File: src/rtl/bcpg_pkg.sv
`timescale 1ns / 1ps

package bcpg_pkg;

   localparam int COORD_W   = 16;
   localparam int STEPS_W   = 7;
   localparam int INDEX_W   = 6;
   localparam int NUM_CTRL  = 4;
   localparam int CTRL_SEL_W = 2;

   typedef enum logic [2:0] {
      ST_IDLE,
      ST_DIV,
      ST_PROD,
      ST_WGT,
      ST_MAC,
      ST_EMIT
   } state_type;

   // controller -> datapath
   typedef struct packed {
      logic                  load;
      logic                  div_step;
      logic                  prod_en;
      logic                  wgt_en;
      logic                  mac_en;
      logic [CTRL_SEL_W-1:0] mac_sel;
      logic                  emit;
   } cmd_type;

   // datapath -> controller
   typedef struct packed {
      logic zero_steps;
      logic last_point;
      logic out_busy;
   } status_type;

endpackage

File: src/rtl/bcpg_ctrl.sv
`timescale 1ns / 1ps

module bcpg_ctrl #(
   parameter int T_FRAC_BITS = 16
) (
   input  logic                 clock,
   input  logic                 reset,
   input  logic                 req_valid,
   output logic                 req_ready,
   input  bcpg_pkg::status_type status,
   output bcpg_pkg::cmd_type    cmd
);

   localparam int DCNT_W = $clog2(T_FRAC_BITS + 1);

   bcpg_pkg::state_type state_ff, state_in;
   logic [DCNT_W-1:0]                 div_cnt_ff, div_cnt_in;
   logic [bcpg_pkg::CTRL_SEL_W-1:0]   mac_k_ff, mac_k_in;

   logic div_done;
   logic mac_done;

   assign div_done = (div_cnt_ff == DCNT_W'(T_FRAC_BITS));
   assign mac_done = (mac_k_ff == bcpg_pkg::CTRL_SEL_W'(bcpg_pkg::NUM_CTRL - 1));

   // next state
   always_comb begin
      state_in = state_ff;
      case (state_ff)
         bcpg_pkg::ST_IDLE: begin
            if (req_valid && !status.zero_steps) state_in = bcpg_pkg::ST_DIV;
         end
         bcpg_pkg::ST_DIV: begin
            if (div_done) state_in = bcpg_pkg::ST_PROD;
         end
         bcpg_pkg::ST_PROD: state_in = bcpg_pkg::ST_WGT;
         bcpg_pkg::ST_WGT:  state_in = bcpg_pkg::ST_MAC;
         bcpg_pkg::ST_MAC: begin
            if (mac_done) state_in = bcpg_pkg::ST_EMIT;
         end
         bcpg_pkg::ST_EMIT: begin
            if (!status.out_busy) begin
               state_in = status.last_point ? bcpg_pkg::ST_IDLE : bcpg_pkg::ST_PROD;
            end
         end
         default: state_in = bcpg_pkg::ST_IDLE;
      endcase
   end

   // outputs
   always_comb begin
      req_ready    = 1'b0;
      cmd          = '0;
      cmd.mac_sel  = mac_k_ff;
      case (state_ff)
         bcpg_pkg::ST_IDLE: begin
            req_ready = 1'b1;
            cmd.load  = req_valid;
         end
         bcpg_pkg::ST_DIV:  cmd.div_step = 1'b1;
         bcpg_pkg::ST_PROD: cmd.prod_en  = 1'b1;
         bcpg_pkg::ST_WGT:  cmd.wgt_en   = 1'b1;
         bcpg_pkg::ST_MAC:  cmd.mac_en   = 1'b1;
         bcpg_pkg::ST_EMIT: cmd.emit     = !status.out_busy;
         default: ;
      endcase
   end

   // step counters
   always_comb begin
      div_cnt_in = div_cnt_ff;
      mac_k_in   = mac_k_ff;
      if (state_ff == bcpg_pkg::ST_IDLE) div_cnt_in = '0;
      else if (state_ff == bcpg_pkg::ST_DIV) div_cnt_in = div_cnt_ff + DCNT_W'(1);
      if (state_ff == bcpg_pkg::ST_MAC) mac_k_in = mac_k_ff + bcpg_pkg::CTRL_SEL_W'(1);
      else mac_k_in = '0;
   end

   always_ff @(posedge clock) begin
      if (reset) begin
         state_ff   <= bcpg_pkg::ST_IDLE;
         div_cnt_ff <= '0;
         mac_k_ff   <= '0;
      end else begin
         state_ff   <= state_in;
         div_cnt_ff <= div_cnt_in;
         mac_k_ff   <= mac_k_in;
      end
   end

endmodule

File: config.mk
export PLATFORM = sky130hd
export DESIGN_NAME = bcpg_ctrl
export DESIGN_NICKNAME = d
export VERILOG_FILES = /design/src/rtl/bcpg_pkg.sv /design/src/rtl/bcpg_ctrl.sv
export SDC_FILE = /design/constraint.sdc
export NUM_CORES = 1
export LEC_CHECK = 0
export CAP_MARGIN = 5
export CORE_AREA = 8 8 45 47
export DETAILED_ROUTE_END_ITERATION = 8
export DIE_AREA = 0 0 53 55
export DONT_BUFFER_PORTS = 1
export PLACE_DENSITY = 0.53
export SLEW_MARGIN = 20
export SYNTH_ARGS = -nofsm -noshare
export SYNTH_HDL_FRONTEND = slang
export SYNTH_SLANG_ARGS = --single-unit
File: constraint.sdc
create_clock -name clock -period 1.5 [get_ports clock]
set_input_delay 0.075 -clock clock [delete_from_list [all_inputs] [get_ports clock]]
set_output_delay 0.075 -clock clock [all_outputs]
set_load 0.03 [all_outputs]
==> flow_summary.ini <==
[synth]
synthSimpleGateAreaFrac = 0.2943
ys.flop_type = dfxtp_1
synth_cells = 58
synth-xor-area-share = 0.03349
synth_top_family_by_area = simple AND/OR/NAND/NOR gates
synth_compound_area_frac = 0.1531
ys_top_cells_by_count = dfxtp_1, nor2_1, inv_1
netlist_area_um2 = 523.0
synthAdderAreaFrac = 0.07177
async_flop_share = 0
synth_edf_count = 0
synth.top_cell.area_share = 0.3828
synthMuxAreaShare = 0.01914
synth_cell_types = 29
postSynthAreaPerCell_um2 = 9.017
yosysMostFrequentCell = dfxtp_1
yosysSeqAreaShare = 0.3828
yosys_warnings = 0
syn_nets = 67
yosysTopAreaCell = dfxtp_1
ys_ff_latch = 10
yosys-top-cells-area = dfxtp_1, ha_1, nor2_1

[sta]
maxSlewHeadroom = 0.8196
slew_viol_final = 0
rsz0062_at_grt = false
fin_crit_ps = 1397
fmax_mhz = 715.9
hold_viol_final = 0
setup_violations = 0
clock_skew_ps = 2.219
tightest_slew_ps = 266.8
finalCritPeriodShare = 0.9313

[run_status]
status = complete, no violations

[detailed_routing]
wl_per_cell_um = 13.02
via_per_inst = 5.022
dr.pass1.iters = 2
ant_nets = 0
drt_iter0_markers = 8
drc = 0
num_vias = 447
routed_wl_um = 1159

[placement]
io_buffers = 0
dp_hpwl_um = 848.7
gp_congestion = 0.6954

[setup_path]
path_class = flop to primary output
r2r_start = state_ff[0]$_SDFFE_PP0P_
startpoint_type = flop
startpoint = state_ff[2]$_SDFFE_PP0P_
cp_common_cell = buf_4
required_ps = 1420
cp_slowest_cell = dfxtp_2
cp_cell_sequence = buf_4 > nor4bb_2 > buf_4
worstPathMaxFanout = 6
cp.arrival_ps = 1320
end_kind = primary output
slowest_delay_ps = 370

[clock_network]
worstSkewPairLatency_ps = 260
cts.clk_slew.worst_paths_ps = 60
cts_buffers = 3
root_buffer = clkbuf_4
cts_tree = yes
htreeDepth = 1
clock_tree.buffer_depth = 2
cts.sinks = 10

[die]
die_h_um = 55
initial_core_util = 0.3779
io_pins = 15
die-area_mm2 = 0.002915
num_rows = 14
die_w_um = 53
core_area_mm2 = 0.001384

[global_route]
grt_pass1_wl_um = 1773
grt_usage = 0.08379
gr-total-overflow = 0
grt_max_degree = 8
antenna_found_initial = 0
grt_pass1_vias = 420

[hold_path]
hold_class = input pin to flop
hp-start = req_valid

[finish]
final_util = 0.4991
fill_cells = 149
regArea_um2 = 202.7
syn2layout_area_growth_pct = 32.06
drive_gt1_frac = 0.3836
layout.nets = 84
diodes = 0
multi_input_area_um2 = 319.1

[power_and_ir_drop]
total_power_w = 0.0005124
power_leakage_nw = 0.2787
powerDensity_mw_per_mm2 = 741.9
vdd_ir_drop_max_uv = 540.9

[run]
max_cap_violations = 0
-- cell usage in the layout (no fill, tap or decap), types with 3 or more instances in the layout --
| master | n |
|---|---|
| a21oi_1 | 3 |
| inv_1 | 3 |
| dfxtp_1 | 8 |
| dlygate4sd3_1 | 3 |
| nor2_1 | 6 |
| ha_1 | 3 |
| clkbuf_4 | 3 |
| buf_4 | 10 |
-- cell type report --
class	count	share of cell area
multi-input cells	42	0.4620
repair buffers	13	0.1522
clock buffers	3	0.03261
well taps	16	0.02899
inverters	5	0.03080
flip-flops and latches	10	0.2935
-- critical path, delay by kind of cell, from the launching register on --
family                 cells  cell delay [ps]
DFF                        1              370
buffers and inverters      2              370
and+or+nand+nor            1              320
-- stage by stage --
stage | TNS (ps) | area, um2 | std cells | hold slack, ps | setup slack [ps]
finish | 0 | 690.7 | 89 | 47.63 | 103.1
global route | 0 | 690.7 | 89 | 41.94 | 17.04
CTS | 0 | 683.2 | 89 | 45.35 | 27.87
detailed placement | 0 | 624.3 | 83 | 147.9 | 151.4
global placement | 0 | 624.3 | 83 | 144.9 | 178.9
floorplan | -77.85 | 534.3 | 58 | 144.1 | -77.85
-- worst paths after layout --
kind                                                   end  slack [ps]  depth (start not counted)
worst max-delay path                                cmd[0]         100                          3
worst min-delay path              state_ff[0]$_SDFFE_PP0P_          50                          3
worst max register to register  div_cnt_ff[3]$_SDFFE_PP0P_         170                          3
worst min register to register  div_cnt_ff[3]$_SDFFE_PP0P_         530                          2
-- sequential cells by signal, indices dropped and copies added, names as in the netlist --
name / flops
state_ff: 3
div_cnt_ff: 5
mac_k_ff: 2
-- where the power goes --
part | total, W | switching [W] | internal (W)
sequential | 0.000272 | 0.00000344 | 0.000268
combinational | 0.0000630 | 0.0000327 | 0.0000303
clock | 0.000178 | 0.0000851 | 0.0000924
-- per-layer routing --
layer | up-vias | share of wire | GRT usage | wire length (um)
li1 | 234 | - | - | -
met1 | 202 | 0.47 | 0.09633 | 542
met2 | 9 | 0.45 | 0.1230 | 519
met3 | 2 | 0.061 | 0.04011 | 71
met4 | 0 | 0.022 | 0.05172 | 25
met5 | - | 0 | 0 | 0
-- cell families (layout without fill, tap and decap cells) --
kind of cell / count (synthesis) / count (layout)
AOI/OAI and AO/OA: 11 / 11
xor gates and xnor gates: 2 / 2
buffers and inverters: 6 / 21
and+or+nand+nor: 25 / 25
adders and majority gates: 3 / 3
muxes: 1 / 1
DFF: 10 / 10
-- timing repair --
action                                 CTS  global route
endpoints found under the hold margin    5             0
gates resized for setup                  4             4
hold buffers                             3             0
cloned                                   0             0
setup buffers                            0             0
setup endpoints to repair                2             4
Power figures use the tool's default switching activity.
